## src/rtl/stdc_pkg.sv

```systemverilog
// Shared types and constants for the settable time-of-day clock.
// Used by stdc_steps, stdc_core and settable_time_of_day_clock_top.
package stdc_pkg;

  localparam int unsigned RAW_W  = 16;
  localparam int unsigned STEP_W = 12;
  localparam int unsigned HOUR_W = 5;
  localparam int unsigned MIN_W  = 6;

  localparam logic [HOUR_W-1:0] LAST_HOUR = HOUR_W'(23);
  localparam logic [MIN_W-1:0]  LAST_MIN  = MIN_W'(59);

  typedef enum logic [1:0] {
    UNIT_NONE    = 2'd0,
    UNIT_HOURS   = 2'd1,
    UNIT_MINUTES = 2'd2,
    UNIT_SECONDS = 2'd3
  } unit_e;

  // One sample tick, with the encoder count already reduced to steps.
  typedef struct packed {
    logic              left_button;
    logic              right_button;
    logic              mode_switch;
    logic [STEP_W-1:0] encoder_steps;
  } item_t;

  typedef struct packed {
    logic [HOUR_W-1:0] hours_shown;
    logic [MIN_W-1:0]  minutes_shown;
    logic [MIN_W-1:0]  seconds_shown;
    logic              setting_mode;
    unit_e             selected_unit;
    logic [STEP_W-1:0] encoder_steps;
  } result_t;

endpackage

```

## src/rtl/stdc_steps.sv

```systemverilog
// Encoder step count: raw count divided by 18.
// Depends on stdc_pkg for field widths.
module stdc_steps (
  input  logic [stdc_pkg::RAW_W-1:0]  raw_i,
  output logic [stdc_pkg::STEP_W-1:0] steps_o
);
  import stdc_pkg::*;

  // raw / 18 = (raw >> 1) / 9, and x / 9 = (x * ceil(2^18 / 9)) >> 18 for x < 2^15
  localparam logic [RAW_W-2:0] RECIP9 = (RAW_W-1)'(29128);

  logic [RAW_W-2:0]     half;
  logic [2*RAW_W-3:0]   prod;

  assign half    = raw_i[RAW_W-1:1];
  assign prod    = (2*RAW_W-2)'(half) * (2*RAW_W-2)'(RECIP9);
  assign steps_o = prod[2*RAW_W-3 -: STEP_W];

endmodule

```

## src/rtl/stdc_core.sv

```systemverilog
// Clock state and per-tick update: run-mode time keeping, set-mode editing.
// Depends on stdc_pkg for the item and result types.
module stdc_core (
  input  logic              clk_i,
  input  logic              rst_ni,
  input  logic              step_i,
  input  stdc_pkg::item_t   item_i,
  output stdc_pkg::result_t result_o
);
  import stdc_pkg::*;

  localparam int unsigned MOD_W = 13;
  // Multiple of 120 that lifts any base + delta above zero
  localparam logic [MOD_W-1:0] LIFT     = MOD_W'(3720);
  localparam logic [13:0]      RECIP60  = 14'd8739;
  localparam logic [13:0]      RECIP24  = 14'd10923;
  localparam logic [MOD_W-1:0] DIV60    = MOD_W'(60);
  localparam logic [MOD_W-1:0] DIV24    = MOD_W'(24);

  logic [HOUR_W-1:0] hour_q, hour_d, set_h_q, set_h_d, base_h_q, base_h_d;
  logic [MIN_W-1:0]  min_q, min_d, set_m_q, set_m_d, base_m_q, base_m_d;
  logic [MIN_W-1:0]  sec_q, sec_d, set_s_q, set_s_d, base_s_q, base_s_d;
  logic [STEP_W-1:0] ebase_q, ebase_d;
  logic              mode_q, mode_d;
  unit_e             unit_q, unit_d;
  logic              prev_l_q, prev_r_q, prev_sw_q;

  logic              sw_fall, l_fall, r_fall, latch;
  logic [HOUR_W-1:0] set_h0, base_h_eff;
  logic [MIN_W-1:0]  set_m0, set_s0, base_m_eff, base_s_eff, base_sel;
  logic [STEP_W-1:0] ebase_eff;
  logic [MOD_W-1:0]  lifted;
  logic [26:0]       prod60, prod24;
  logic [MOD_W-1:0]  rem60, rem24;

  assign sw_fall = !item_i.mode_switch && prev_sw_q;
  assign l_fall  = !item_i.left_button && prev_l_q;
  assign r_fall  = !item_i.right_button && prev_r_q;
  assign latch   = l_fall || r_fall;

  // A switch edge clears the set time before the bases are latched
  assign set_h0 = sw_fall ? '0 : set_h_q;
  assign set_m0 = sw_fall ? '0 : set_m_q;
  assign set_s0 = sw_fall ? '0 : set_s_q;

  assign base_h_eff = latch ? set_h0 : base_h_q;
  assign base_m_eff = latch ? set_m0 : base_m_q;
  assign base_s_eff = latch ? set_s0 : base_s_q;
  assign ebase_eff  = latch ? item_i.encoder_steps : ebase_q;

  always_comb begin
    unit_d = unit_q;
    if (l_fall) begin
      if (unit_q != UNIT_SECONDS) unit_d = unit_e'(unit_q + 2'd1);
    end else if (r_fall) begin
      if (unit_q != UNIT_NONE) unit_d = unit_e'(unit_q - 2'd1);
    end
  end

  always_comb begin
    case (unit_d)
      UNIT_HOURS:   base_sel = MIN_W'(base_h_eff);
      UNIT_MINUTES: base_sel = base_m_eff;
      UNIT_SECONDS: base_sel = base_s_eff;
      default:      base_sel = '0;
    endcase
  end

  // Wrapped modulo: lift into positive range, then reciprocal divide
  assign lifted = MOD_W'(base_sel) + MOD_W'(item_i.encoder_steps) - MOD_W'(ebase_eff) + LIFT;
  assign prod60 = 27'(lifted) * 27'(RECIP60);
  assign prod24 = 27'(lifted) * 27'(RECIP24);
  assign rem60  = lifted - MOD_W'(prod60[26:19]) * DIV60;
  assign rem24  = lifted - MOD_W'(prod24[26:18]) * DIV24;

  always_comb begin
    hour_d   = hour_q;
    min_d    = min_q;
    sec_d    = sec_q;
    mode_d   = mode_q;
    set_h_d  = set_h_q;
    set_m_d  = set_m_q;
    set_s_d  = set_s_q;
    base_h_d = base_h_q;
    base_m_d = base_m_q;
    base_s_d = base_s_q;
    ebase_d  = ebase_q;

    result_o.encoder_steps = item_i.encoder_steps;

    if (!mode_q) begin
      result_o.hours_shown   = hour_q;
      result_o.minutes_shown = min_q;
      result_o.seconds_shown = sec_q;
      result_o.selected_unit = unit_q;
      // advance h:m:s with carry, wrap at end of day
      if (sec_q == LAST_MIN) begin
        sec_d = '0;
        if (min_q == LAST_MIN) begin
          min_d  = '0;
          hour_d = (hour_q == LAST_HOUR) ? '0 : hour_q + 1'b1;
        end else begin
          min_d = min_q + 1'b1;
        end
      end else begin
        sec_d = sec_q + 1'b1;
      end
      if (sw_fall) mode_d = 1'b1;
    end else begin
      if (sw_fall) begin
        hour_d = set_h_q;
        min_d  = set_m_q;
        sec_d  = set_s_q;
        mode_d = 1'b0;
      end
      if (latch) begin
        base_h_d = set_h0;
        base_m_d = set_m0;
        base_s_d = set_s0;
        ebase_d  = item_i.encoder_steps;
      end
      set_h_d = set_h0;
      set_m_d = set_m0;
      set_s_d = set_s0;
      case (unit_d)
        UNIT_HOURS:   set_h_d = HOUR_W'(rem24);
        UNIT_MINUTES: set_m_d = MIN_W'(rem60);
        UNIT_SECONDS: set_s_d = MIN_W'(rem60);
        default:      ;
      endcase
      result_o.hours_shown   = set_h_d;
      result_o.minutes_shown = set_m_d;
      result_o.seconds_shown = set_s_d;
      result_o.selected_unit = unit_d;
    end
    result_o.setting_mode = mode_d;
  end

  always_ff @(posedge clk_i or negedge rst_ni) begin
    if (!rst_ni) begin
      hour_q    <= '0;
      min_q     <= '0;
      sec_q     <= '0;
      mode_q    <= 1'b0;
      unit_q    <= UNIT_NONE;
      set_h_q   <= '0;
      set_m_q   <= '0;
      set_s_q   <= '0;
      base_h_q  <= '0;
      base_m_q  <= '0;
      base_s_q  <= '0;
      ebase_q   <= '0;
      prev_l_q  <= 1'b0;
      prev_r_q  <= 1'b0;
      prev_sw_q <= 1'b0;
    end else if (step_i) begin
      hour_q    <= hour_d;
      min_q     <= min_d;
      sec_q     <= sec_d;
      mode_q    <= mode_d;
      // button edges in run mode leave the selector alone
      if (mode_q) unit_q <= unit_d;
      set_h_q   <= set_h_d;
      set_m_q   <= set_m_d;
      set_s_q   <= set_s_d;
      base_h_q  <= base_h_d;
      base_m_q  <= base_m_d;
      base_s_q  <= base_s_d;
      ebase_q   <= ebase_d;
      prev_l_q  <= item_i.left_button;
      prev_r_q  <= item_i.right_button;
      prev_sw_q <= item_i.mode_switch;
    end
  end

endmodule

```

## src/rtl/settable_time_of_day_clock_top.sv

```systemverilog
// Top level of the settable time-of-day clock: input and result registers.
// Depends on stdc_pkg, stdc_steps and stdc_core.
//
// Each transfer on the input channel is one sample tick and yields exactly one
// result. A tick passes through an input register (where the encoder count is
// reduced to steps) and moves into the result register once that register is free,
// so a new tick is taken every cycle while results drain; stdc_core updates its
// state as the result register loads. A result waiting on out_ready_i stalls
// the input register, and in_ready_o drops only when both registers are full.
module settable_time_of_day_clock_top (
  input  logic                        clk_i,
  input  logic                        rst_ni,
  input  logic                        in_valid_i,
  output logic                        in_ready_o,
  input  logic                        left_button_i,
  input  logic                        right_button_i,
  input  logic                        mode_switch_i,
  input  logic [stdc_pkg::RAW_W-1:0]  encoder_raw_i,
  output logic                        out_valid_o,
  input  logic                        out_ready_i,
  output logic [stdc_pkg::HOUR_W-1:0] hours_shown_o,
  output logic [stdc_pkg::MIN_W-1:0]  minutes_shown_o,
  output logic [stdc_pkg::MIN_W-1:0]  seconds_shown_o,
  output logic                        setting_mode_o,
  output logic [1:0]                  selected_unit_o,
  output logic [stdc_pkg::STEP_W-1:0] encoder_steps_o
);
  import stdc_pkg::*;

  logic              in_valid_q, in_valid_d;
  logic              out_valid_q, out_valid_d;
  item_t             item_q;
  result_t           result_q, result_d;
  logic [STEP_W-1:0] steps;
  logic              advance, take;

  stdc_steps u_steps (
    .raw_i   (encoder_raw_i),
    .steps_o (steps)
  );

  stdc_core u_core (
    .clk_i    (clk_i),
    .rst_ni   (rst_ni),
    .step_i   (advance),
    .item_i   (item_q),
    .result_o (result_d)
  );

  assign advance    = in_valid_q && (!out_valid_q || out_ready_i);
  assign in_ready_o = !in_valid_q || advance;
  assign take       = in_valid_i && in_ready_o;

  assign in_valid_d  = take ? 1'b1 : (advance ? 1'b0 : in_valid_q);
  assign out_valid_d = advance ? 1'b1 : (out_ready_i ? 1'b0 : out_valid_q);

  always_ff @(posedge clk_i or negedge rst_ni) begin
    if (!rst_ni) begin
      in_valid_q  <= 1'b0;
      out_valid_q <= 1'b0;
    end else begin
      in_valid_q  <= in_valid_d;
      out_valid_q <= out_valid_d;
    end
  end

  always_ff @(posedge clk_i) begin
    if (take) begin
      item_q.left_button   <= left_button_i;
      item_q.right_button  <= right_button_i;
      item_q.mode_switch   <= mode_switch_i;
      item_q.encoder_steps <= steps;
    end
    if (advance) result_q <= result_d;
  end

  assign out_valid_o     = out_valid_q;
  assign hours_shown_o   = result_q.hours_shown;
  assign minutes_shown_o = result_q.minutes_shown;
  assign seconds_shown_o = result_q.seconds_shown;
  assign setting_mode_o  = result_q.setting_mode;
  assign selected_unit_o = result_q.selected_unit;
  assign encoder_steps_o = result_q.encoder_steps;

endmodule
```

## config.mk

```make
export PLATFORM = sky130hd
export DESIGN_NAME = settable_time_of_day_clock_top
export DESIGN_NICKNAME = d
export VERILOG_FILES = /design/src/rtl/stdc_pkg.sv /design/src/rtl/stdc_steps.sv /design/src/rtl/stdc_core.sv /design/src/rtl/settable_time_of_day_clock_top.sv
export SDC_FILE = /design/constraint.sdc
export NUM_CORES = 1
export LEC_CHECK = 0
export BUFFER_PORTS_ARGS = -buffer_cell sky130_fd_sc_hd__buf_4
export CORE_MARGIN = 10
export CORE_UTILIZATION = 58
export CTS_CLUSTER_SIZE = 16
export DETAILED_ROUTE_END_ITERATION = 7
export PLACE_DENSITY = 0.74
export SETUP_SLACK_MARGIN = 0.2
export SLEW_MARGIN = 15
export SYNTH_ARGS = -nofsm -noshare
export SYNTH_HDL_FRONTEND = slang
export SYNTH_SLANG_ARGS = --single-unit
```

## constraint.sdc

```tcl
create_clock -name clk_i -period 18.1 [get_ports clk_i]
set_input_delay 3.62 -clock clk_i [delete_from_list [all_inputs] [get_ports clk_i]]
set_output_delay 3.62 -clock clk_i [all_outputs]
set_load 0.005 [all_outputs]
```

# --- Word level (Yosys, flattened, before mapping) ---
# Cells that the tools add are included.
totals:
  out_inout_bits: 34
  elab_cells: 108
  ff_bits: 118
  inputBits: 23
op_classes:
  n_addsub: 10
  muxes: 36
  eq_ne: 8
  n_reduce_logical: 22
  n_mul: 5
op_table:
  columns: ["op", "count"]
  rows:
  - ["2-to-1 mux 6 bit", 13]
  - ["multiplier 13 x 14 -> 27 bit (second input constant)", 2]
  - ["2-to-1 mux 5 bit", 8]
  - ["multiplier 15 x 12 -> 27 bit (second input constant)", 1]
  - ["one-hot mux 6 bit (3 select lines)", 1]
  - ["2-to-1 mux 17 bit", 1]
  - ["adder 13 x 12 -> 13 bit (second input constant)", 1]
  - ["adder 6 x 12 -> 13 bit", 1]
  - ["subtractor 13 x 12 -> 13 bit", 1]
  - ["adder 6 x 1 -> 6 bit (second input constant)", 2]
  - ["== test 6 bit (second input constant)", 2]
  - ["2-to-1 mux 12 bit", 1]
  - ["2-to-1 mux 2 bit", 5]
  - ["nonzero test 2 bit", 5]
  - ["multiplier 9 x 2 -> 2 bit (second input constant)", 1]
  - ["multiplier 8 x 4 -> 4 bit (second input constant)", 1]
  - ["2-to-1 mux 1 bit", 7]
  - ["subtractor 6 bit", 1]
  - ["adder 5 x 1 -> 5 bit (second input constant)", 1]
  - ["== test 5 bit (second input constant)", 1]
  - ["logical AND 1 bit", 5]
  - ["logical NOT 1 bit", 5]
  - ["subtractor 5 bit", 1]
  - ["== test 2 bit (second input constant)", 2]
  - ["8 further kinds", 12]

# --- Longest topological paths before layout ---
# Gate-level depths: netlist of run 1.
depth:
  depth_word: 14
  depth_mapped: 47
  mapped_depth_nobuf: 46

# --- By module ---
# From an unflattened synthesis of run 1, not the netlist that was laid out.
unflattened:
  hier_cells: 1343
  area_unflattened_um2: 12789.8
modules_own_cells:
  columns: ["module", "area_per_inst_um2", "seq_area_each_um2", "cells_per_inst", "instances"]
  rows:
  - ["stdc_core", 8628.3, 1726.7, 1007, 1]
  - ["stdc_steps", 2646.3, 0.0, 281, 1]
  - ["settable_time_of_day_clock_top", 1515.2, 1461.4, 55, 1]

# --- Worst setup path before layout of run 1 ---
# No wires, ideal clock.
synth_path:
  path_type: "register to register"
  start: "register item_q[14] (netlist bit)"
  end: "register result_q, in the netlist seconds_shown_o[5], data pin"
  stages_incl_launch_ff: 45
  t_arrival_ns: 9.900
  period_less_slack_ns: 10.169
  setup_time_ns: 0.269
  required_ns: 17.831
  slack_ns: 7.931
  path_buffers: 2
  cell_sequence: "edfxtp_1 -> nand2b_1 -> and2_1 -> buf_2 -> a221oi_2 -> nor2_1 -> buf_2 -> a221oi_1 -> fa_1 -> inv_1 -> ha_1 -> ha_1 -> fa_1 -> a21o_1 -> a21oi_1 -> o21bai_1 -> a21oi_1 -> o21ai_0 -> [... 9 more ...] -> ha_1 -> or3_1 -> a221oi_1 -> o21ai_0 -> a21oi_1 -> nor2_1 -> xor2_1 -> ha_1 -> ha_1 -> ha_1 -> inv_1 -> ha_1 -> a21oi_1 -> xnor2_1 -> xnor2_1 -> xnor2_1 -> o211ai_1 -> o21ai_0"
synth_rtl:
  columns: ["item", "line", "rtl"]
  rows:
  - ["start, declared", "settable_time_of_day_clock_top.sv:32", "item_t item_q;"]
  - ["end signal, assigned", "settable_time_of_day_clock_top.sv:74", "if (advance) result_q <= result_d;"]
  - ["end, declared", "settable_time_of_day_clock_top.sv:33", "result_t result_q, result_d;"]

==> results of run 1 <==
cells in the mapped netlist (9+ instances only):
cell type	number	share of area (%)
a21oi_1	57	2.3
nand2b_1	9	0.45
nor2_1	63	1.9
nand2_1	135	4.1
a21o_1	13	0.79
o21ai_0	85	3.4
dfrtp_1	71	14
xnor2_1	34	2.4
nand3_1	22	0.89
nor2b_1	10	0.51
fa_1	108	17
xor2_1	10	0.71
edfxtp_1	47	11
inv_1	233	7.1
ha_1	228	23
nor3_1	21	0.85
clkbuf_1	26	0.79
layout make-up:
| cell class | instances | area, sq um | share of cell area (%) |
|---|---|---|---|
| well taps | 275 | 344 | 2.53 |
| clock buffers | 21 | 450 | 3.31 |
| flip-flops and latches | 118 | 3190 | 23.4 |
| inverters | 234 | 878 | 6.45 |
| multi-input cells | 903 | 8200 | 60.2 |
| repair buffers | 61 | 458 | 3.36 |
| clock inverters | 11 | 104 | 0.763 |
sequential cells by signal (all words and copies together), names as in the netlist, 2 cells and up:
| name | count |
|---|---|
| u_core.min_q | 6 |
| u_core.base_s_q | 6 |
| u_core.set_m_q | 6 |
| u_core.base_h_q | 5 |
| u_core.set_h_q | 5 |
| selected_unit_o | 2 |
| u_core.base_m_q | 6 |
| item_q | 15 |
| u_core.ebase_q | 12 |
| encoder_steps_o | 12 |
| hours_shown_o | 5 |
| minutes_shown_o | 6 |
| u_core.set_s_q | 6 |
| seconds_shown_o | 6 |
| u_core.sec_q | 6 |
| u_core.unit_q | 2 |
| u_core.hour_q | 5 |
layout by cell type, fill, tap and decap left out, drive strengths merged, types with 4 or more instances in the layout:
cell / Yosys / final
mux2: 6 / 6
a31oi: 6 / 6
nand2: 135 / 135
nand2b: 9 / 9
o31ai: 5 / 5
o211ai: 6 / 6
edfxtp: 47 / 47
dfrtp: 71 / 71
nand3: 22 / 22
clkinvlp: 0 / 4
o21a: 6 / 6
a21o: 13 / 13
inv: 233 / 233
a22oi: 4 / 4
buf: 4 / 61
nor2: 63 / 63
or3: 4 / 4
xor2: 10 / 10
a221oi: 4 / 4
nor2b: 10 / 10
a22o: 8 / 8
xnor2: 34 / 34
nor3: 21 / 21
clkbuf: 26 / 21
o221ai: 5 / 5
fa: 108 / 108
clkinv: 1 / 7
a21oi: 57 / 57
o21ai: 92 / 92
mux2i: 6 / 6
nand4: 4 / 4
ha: 228 / 228
layer usage:
metal  part of all wire [%]  vias up  GRT usage, %
met5                      0        -             0
met4                    1.5        0          4.55
met3                    3.8       35          3.03
met2                     49      194          31.8
met1                     46     4368          24.6
li1                       -     4393             -
through the flow:
step | instances | worst slack (ns)
detailed placement | 1591 | 6.33
global placement | 1591 | 6.48
CTS | 1623 | 6.29
floorplan | 1285 | 7.93
finish | 1623 | 6.27
global route | 1623 | 5.44
logic make-up after synthesis:
group	after synthesis	share of synthesized area (%)
adder cells (fa/ha/maj)	336	40.5
buffers and inverters	264	8.04
AND/OR/NAND/NOR	286	10.2
AO/OA/AOI/OAI	225	11.4
multiplexers	12	1.03
XOR/XNOR	44	3.11
flip-flops	118	25.8
final timing paths:
kind	slack (ns)	from	depth (start not counted)	end
hold reg to reg	0.46	item_q[10]	0	encoder_steps_o[10]
setup / recovery	6.27	item_q[12]	42	seconds_shown_o[5]
hold / removal	0.46	item_q[10]	0	encoder_steps_o[10]
max in group asynchronous	14.06	rst_ni	1	u_core.mode_q
setup reg to reg	6.27	item_q[12]	42	seconds_shown_o[5]
min in group asynchronous	3.34	rst_ni	1	u_core.hour_q[4]
==> qor.txt, run 1 <==
status: complete, no violations
Vias/cell: 5.54
Die ar.: 27600 sq um
Inserted Clock Buffers: 17
Netlist cell types: 59
Crit path buffers/inverters: 5
1st-iter DRT viols: 466
Placer Congestion: 0.861
max-slew violation count: 0
critical path capture point type: flip-flop
num rows: 53
Total GRT Usage: 18.8%
vias in the first global route: 9054
diode count: 0
final instance area: 13600 sq um
peak per-stage delay on the critical path: 0.79 ns
Critical Path Start Type: flip-flop
first-pass GRT wire length: 43600 um
cell area after placement: 13100 sq um
CP max FO: 26
worst skew pair latency: 0.42 ns
Hold-fix buffers, CTS: 0
TritonRoute pass-1 iters: 6
Crit path max-delay family: adder cells
chip height: 166 um
Synth Cell Area: 12400 sq um
postcts setup bufs: 0
Final Hold Fails: 0
number of flops mapped to enable cells by yosys: 47
Port Buf Inserts: 55
Fin Clk Skew: 0.0116 ns
CTS H-tree lvls: 4
post_cts resized: 0
total gr overflow: 0
most used cell, CP: ha_1
Clk pin slew, worst setup/hold paths: 0.06 ns
post-layout util: 64.8%
Crit-path slowest cell: clkinv_1
Ys Warns: 0
Fill cells: 1648
Yosys reg bits: 118
share of layout cells above drive strength 1: 8.01%
Hold WS: 0.462 ns
largest net degree at the start of global routing: 72
Worst-Margin Slew: 1.10 ns
Post-Syn Instances: 1285
setup TNS: 0 ns
Layout area overhead: 10.0%
post-synthesis average cell area: 9.63 sq um
Min-Delay Path Class: flip-flop to flip-flop
final wirelength: 25600 um
Post-synth ARST share: 60.2%
Worst slew margin: 26.6%
Seq/Total Area, Yosys: 25.8%
setup violators final: 0
Syn Nets: 1644
fmax: 84.5 MHz
MaxCap Viol Count: 0
Post-synth top flop: dfrtp_1
CP Data Required Time: 18.36 ns
RSZ-0062 raised after global routing: no
final net count: 1694
CP Class: flip-flop to flip-flop
Chip Width: 166 um
Clock Path Buffers: 2
initial antenna violation count: 0
routed len/inst: 15.8 um
Initial Utilization: 58.9%
Worst Path Arrival: 12.09 ns
Vias: 8990
CTS tree: done
Core Area: 21000 sq um
Final Cycle Share: 65.4%
DP HPWL: 20400 um
DRC errors left: 0
Routed Antenna Nets: 0
CTS Root Buffer Type: clkbuf_16
Sink Count: 118
top-level port count: 57
Tmin final: 11.83 ns
Power of run 1 is not shown: default switching activity piles up to over one toggle a cycle in this logic, so the estimate is an artifact.
==> inputs of run 2 (changes only) <==
- PLACE_DENSITY: 0.74 -> 0.77
- clock period: 18.1 -> 10.3 ns (I/O delays scaled with it)
==> qor.txt, run 2 (same netlist as run 1, synthesis figures left out) <==
status: complete, no violations (unchanged)
first-pass GRT wire length: 44600 um (was 43600 um)
CTS tree: done (unchanged)
most flop-heavy register: item_q (unchanged)
commonest non-fill, non-tap cell in the layout: inv_1 (unchanged)
Vias/cell: 5.59 (was 5.54)
max-slew violation count: 0 (unchanged)
critical path capture point type: flip-flop (unchanged)
Fin Clk Skew: 0.0105 ns (was 0.0116 ns)
vias in the first global route: 9372 (was 9054)
total gr overflow: 0 (unchanged)
Tmin final: 9.88 ns (was 11.83 ns)
Vias: 9269 (was 8990)
Chip Width: 166 um (unchanged)
CP Data Required Time: 10.46 ns (was 18.36 ns)
Die ar.: 27600 sq um (unchanged)
Critical Path Start Type: flip-flop (unchanged)
CTS H-tree lvls: 4 (unchanged)
Worst Path Arrival: 10.05 ns (was 12.09 ns)
Worst slew margin: 33.7% (was 26.6%)
Final Hold Fails: 0 (unchanged)
Clock Path Buffers: 2 (unchanged)
post-layout util: 68.5% (was 64.8%)
MaxCap Viol Count: 0 (unchanged)
CTS Root Buffer Type: clkbuf_16 (unchanged)
Port Buf Inserts: 55 (unchanged)
final wirelength: 27700 um (was 25600 um)
CP max FO: 4 (was 26)
largest net degree at the start of global routing: 72 (unchanged)
most used cell, CP: fa_1 (was ha_1)
CP Class: flip-flop to flip-flop (unchanged)
1st-iter DRT viols: 577 (was 466)
Crit path max-delay family: adder cells (unchanged)
setup violators final: 0 (unchanged)
initial antenna violation count: 0 (unchanged)
routed len/inst: 16.7 um (was 15.8 um)
DRC errors left: 0 (unchanged)
fmax: 101 MHz (was 84.5 MHz)
Placer Congestion: 0.884 (was 0.861)
Core Area: 21000 sq um (unchanged)
top-level port count: 57 (unchanged)
chip height: 166 um (unchanged)
Clk pin slew, worst setup/hold paths: 0.05 ns (was 0.06 ns)
peak per-stage delay on the critical path: 0.58 ns (was 0.79 ns)
Initial Utilization: 58.9% (unchanged)
Final Cycle Share: 95.9% (was 65.4%)
Min-Delay Path Class: flip-flop to flip-flop (unchanged)
Worst-Margin Slew: 0.988 ns (was 1.10 ns)
Inserted Clock Buffers: 17 (unchanged)
share of layout cells above drive strength 1: 15.1% (was 8.01%)
RSZ-0062 raised after global routing: yes (was no)
num rows: 53 (unchanged)
Routed Antenna Nets: 0 (unchanged)
Crit path buffers/inverters: 5 (unchanged)
final net count: 1730 (was 1694)
DP HPWL: 20700 um (was 20400 um)
Crit-path slowest cell: fa_1 (was clkinv_1)
max reg flops: 15 (unchanged)
most frequent cells in the layout: inv_1 (229), ha_1 (210), nand2_1 (133), fa_1 (102), buf_4 (92) (was inv_1 (233), ha_1 (228), nand2_1 (135), fa_1 (108), o21ai_0 (85))
diode count: 0 (unchanged)
Total GRT Usage: 19.2% (was 18.8%)
Layout area overhead: 16.3% (was 10.0%)
Sink Count: 118 (unchanged)
worst skew pair latency: 0.42 ns (about the same)
TritonRoute pass-1 iters: 5 (was 6)
[run 2: worst reg2reg max path: cells and delay by family (launching register included)]
| family | cells | cell delay, ns |
|---|---|---|
| flip-flops | 1 | 0.42 |
| AND/OR/NAND/NOR | 6 | 0.71 |
| buffers and inverters | 5 | 0.53 |
| adder cells (fa/ha/maj) | 11 | 3.90 |
| AO/OA/AOI/OAI | 13 | 2.58 |
| XOR/XNOR | 8 | 1.47 |
[run 2: metrics by stage]
step                area (sq um)  TNS [ns]  setup WS (ns)  hold slack, ns  std cells
finish                     14400         0          0.419           0.460       1659
global route               14400   -0.0422        -0.0422           0.473       1659
CTS                        13900         0          0.217           0.461       1647
detailed placement         13200    -0.477         -0.186           0.445       1606
global placement           13200         0         0.0663           0.440       1606
floorplan                  12400         0          0.238           0.426       1285
[run 2: path summary, 6_finish.rpt]
path	cells after the start	end	slack, ns	from
min in group asynchronous	1	u_core.hour_q[1]	1.76	rst_ni
max	43	hours_shown_o[4]	0.42	item_q[14]
min	0	encoder_steps_o[1]	0.46	item_q[1]
max in group asynchronous	1	u_core.mode_q	7.83	rst_ni
min reg2reg	0	encoder_steps_o[1]	0.46	item_q[1]
max reg2reg	43	hours_shown_o[4]	0.42	item_q[14]
[run 2: area by class of cell]
type,count,area (sq um)
clock buffers,22,454
clock inverters,10,108
fillers,1489,6620
inverters,234,878
multi-input cells,903,8670
flip-flops and latches,118,3190
well taps,275,344
repair buffers,97,751
[run 2: metal layers]
layer	track usage (%)	vias up	wire length, um
met3	3.24	35	1070
met5	0	-	0
met4	4.97	0	433
met1	23.6	4562	11800
li1	-	4473	-
met2	34.0	199	14500
[run 2: repair_timing]
action                                 4_1_cts  5_1_grt
resized for setup                           19       67
setup endpoints to repair                    7        8
pin swaps                                   12       55
setup buffers                                9       12
endpoints found under the hold margin        0        0
hold buffers                                 0        0
Power of run 2 is left out for the same reason.
==> inputs of run 3 (changes only) <==
- PLACE_DENSITY: 0.77 -> 0.74
- clock period: 10.3 -> 11.5 ns (I/O delays scaled with it)
==> qor.txt, run 3 (same netlist as run 1, synthesis figures left out) <==
fmax: 93.0 MHz (was 101 MHz)
Worst Path Arrival: 10.90 ns (was 10.05 ns)
Fin Clk Skew: 0.00737 ns (was 0.0105 ns)
M3 GR Usage: 3.43% (was 3.24%)
setup violators final: 0 (unchanged)
DRC errors left: 0 (unchanged)
largest net degree at the start of global routing: 72 (unchanged)
peak per-stage delay on the critical path: 0.54 ns (was 0.58 ns)
cell count of the worst hold path: 0 (unchanged)
r2r endpoint: seconds_shown_o[5] (was hours_shown_o[4])
final wirelength: 25300 um (was 27700 um)
Critical Path Start Type: flip-flop (unchanged)
HP Start: item_q[0] (was item_q[1])
Final Cycle Share: 93.5% (was 95.9%)
CTS H-tree lvls: 4 (unchanged)
Total GRT Usage: 18.8% (was 19.2%)
Chip Width: 166 um (unchanged)
Die ar.: 27600 sq um (unchanged)
DP HPWL: 20300 um (was 20700 um)
1st-iter DRT viols: 476 (was 577)
first-pass GRT wire length: 43900 um (was 44600 um)
final net count: 1703 (was 1730)
Vias: 8918 (was 9269)
diode count: 0 (unchanged)
GR met1 Demand/Resource: 24.6% (was 23.6%)
max reg flops: 15 (unchanged)
Core Area: 21000 sq um (unchanged)
Min-Delay Path Class: flip-flop to flip-flop (unchanged)
placed cell count: 1598 (was 1606)
Placer Congestion: 0.907 (was 0.884)
most flop-heavy register: item_q (unchanged)
layer with the highest usage: met2 (unchanged)
Sink Count: 118 (unchanged)
CP Data Required Time: 11.65 ns (was 10.46 ns)
R2R cell count: 44 (was 43)
most frequent cells in the layout: inv_1 (233), ha_1 (228), nand2_1 (135), fa_1 (108), o21ai_0 (85) (was inv_1 (229), ha_1 (210), nand2_1 (133), fa_1 (102), buf_4 (92))
Tmin final: 10.75 ns (was 9.88 ns)
RSZ-0062 raised after global routing: no (was yes)
Vias/cell: 5.46 (was 5.59)
Hold-fix buffers, CTS: 0 (unchanged)
initial antenna violation count: 0 (unchanged)
worst skew pair latency: 0.42 ns (about the same)
chip height: 166 um (unchanged)
status: complete, no violations (unchanged)
Clock Path Buffers: 2 (unchanged)
CTS Root Buffer Type: clkbuf_16 (unchanged)
max-slew violation count: 0 (unchanged)
Worst slew margin: 35.3% (was 33.7%)
CP max FO: 14 (was 4)
TritonRoute pass-1 iters: 5 (unchanged)
Fill cells: 1682 (was 1489)
vias in the first global route: 9202 (was 9372)
Crit-path slowest cell: fa_1 (unchanged)
most used cell, CP: ha_1 (was fa_1)
top-level port count: 57 (unchanged)
share of layout cells above drive strength 1: 9.14% (was 15.1%)
Hold WS: 0.458 ns (was 0.460 ns)
Worst-Margin Slew: 0.970 ns (was 0.988 ns)
critical path capture point type: flip-flop (unchanged)
commonest non-fill, non-tap cell in the layout: inv_1 (unchanged)
Inserted Clock Buffers: 17 (unchanged)
CTS tree: done (unchanged)
r2r setup slk: 0.75 ns (was 0.42 ns)
Clk pin slew, worst setup/hold paths: 0.06 ns (was 0.05 ns)
CP Class: flip-flop to flip-flop (unchanged)
Final Hold Fails: 0 (unchanged)
setup TNS: 0 ns (unchanged)
Finished Layout Cells: 1632 (was 1659)
total gr overflow: 0 (unchanged)
routed len/inst: 15.5 um (was 16.7 um)
MaxCap Viol Count: 0 (unchanged)
met2 Usage GRT: 31.9% (was 34.0%)
Hold EP: encoder_steps_o[0] (was encoder_steps_o[1])
RR Startpoint: item_q[14] (unchanged)
Routed Antenna Nets: 0 (unchanged)
Layout area overhead: 11.2% (was 16.3%)
Port Buf Inserts: 55 (unchanged)
Initial Utilization: 58.9% (unchanged)
num rows: 53 (unchanged)
## run 3: cell count changes in the layout (fill, tap and decap cells not counted), moves of 5 or more
cell     change
xnor2_2      -6
xnor2_1      +6
ha_1        +18
o21ai_0      +5
buf_4       -23
fa_1         +6
ha_4        -16
a21oi_1      +6
inv_2        -5
fa_2         -6
## run 3: routing by layer
metal | wire, um | vias up | part of all wire, %
met4 | 256 | 0 | 1.0
met1 | 11600 | 4317 | 46
met3 | 1060 | 28 | 4.2
li1 | - | 4416 | -
met5 | 0 | - | 0
met2 | 12400 | 157 | 49
## run 3: how the worst max path moves through the flow
stage	start	end	depth (start not counted)
2_1_floorplan	item_q[14]	seconds_shown_o[5]	44
3_3_place_gp	item_q[13]	seconds_shown_o[5]	42
3_5_place_dp	item_q[13]	seconds_shown_o[5]	42
4_1_cts	item_q[13]	seconds_shown_o[5]	42
5_1_grt	item_q[14]	seconds_shown_o[5]	45
6_report	item_q[14]	seconds_shown_o[5]	44
## run 3: stage by stage
step / util (%) / setup WS [ns] / cell area, sq um
6_report: 65.5 / 0.748 / 13800
2_1_floorplan: - / 1.33 / 12400
5_1_grt: 65.5 / 0.167 / 13800
3_3_place_gp: 62.4 / 0.493 / 13100
4_1_cts: 65.1 / 0.206 / 13700
3_5_place_dp: 62.4 / 0.250 / 13100
## run 3: critical path, delay by kind of cell, from the launching register on
kind	cells	cell delay (ns)
and+or+nand+nor	5	1.01
xor gates and xnor gates	5	0.91
DFF	1	0.39
adders and majority gates	13	4.76
buffers and inverters	5	0.38
AOI/OAI and AO/OA	16	3.03
## run 3: area by class of cell
type / count / area (sq um) / share of cell area (%)
Inverter: 234 / 878 / 6.38
Multi-Input combinational cell: 903 / 8250 / 59.9
Clock inverter: 14 / 124 / 0.900
Tap cell: 275 / 344 / 2.50
Clock buffer: 18 / 450 / 3.27
Timing Repair Buffer: 70 / 529 / 3.85
Sequential cell: 118 / 3190 / 23.2
## run 3: what timing repair did
action                                  CTS  global route
gates resized for setup                   0             8
setup buffers                             0             2
endpoints found under the setup margin    0            10
Power of run 3 is left out for the same reason.
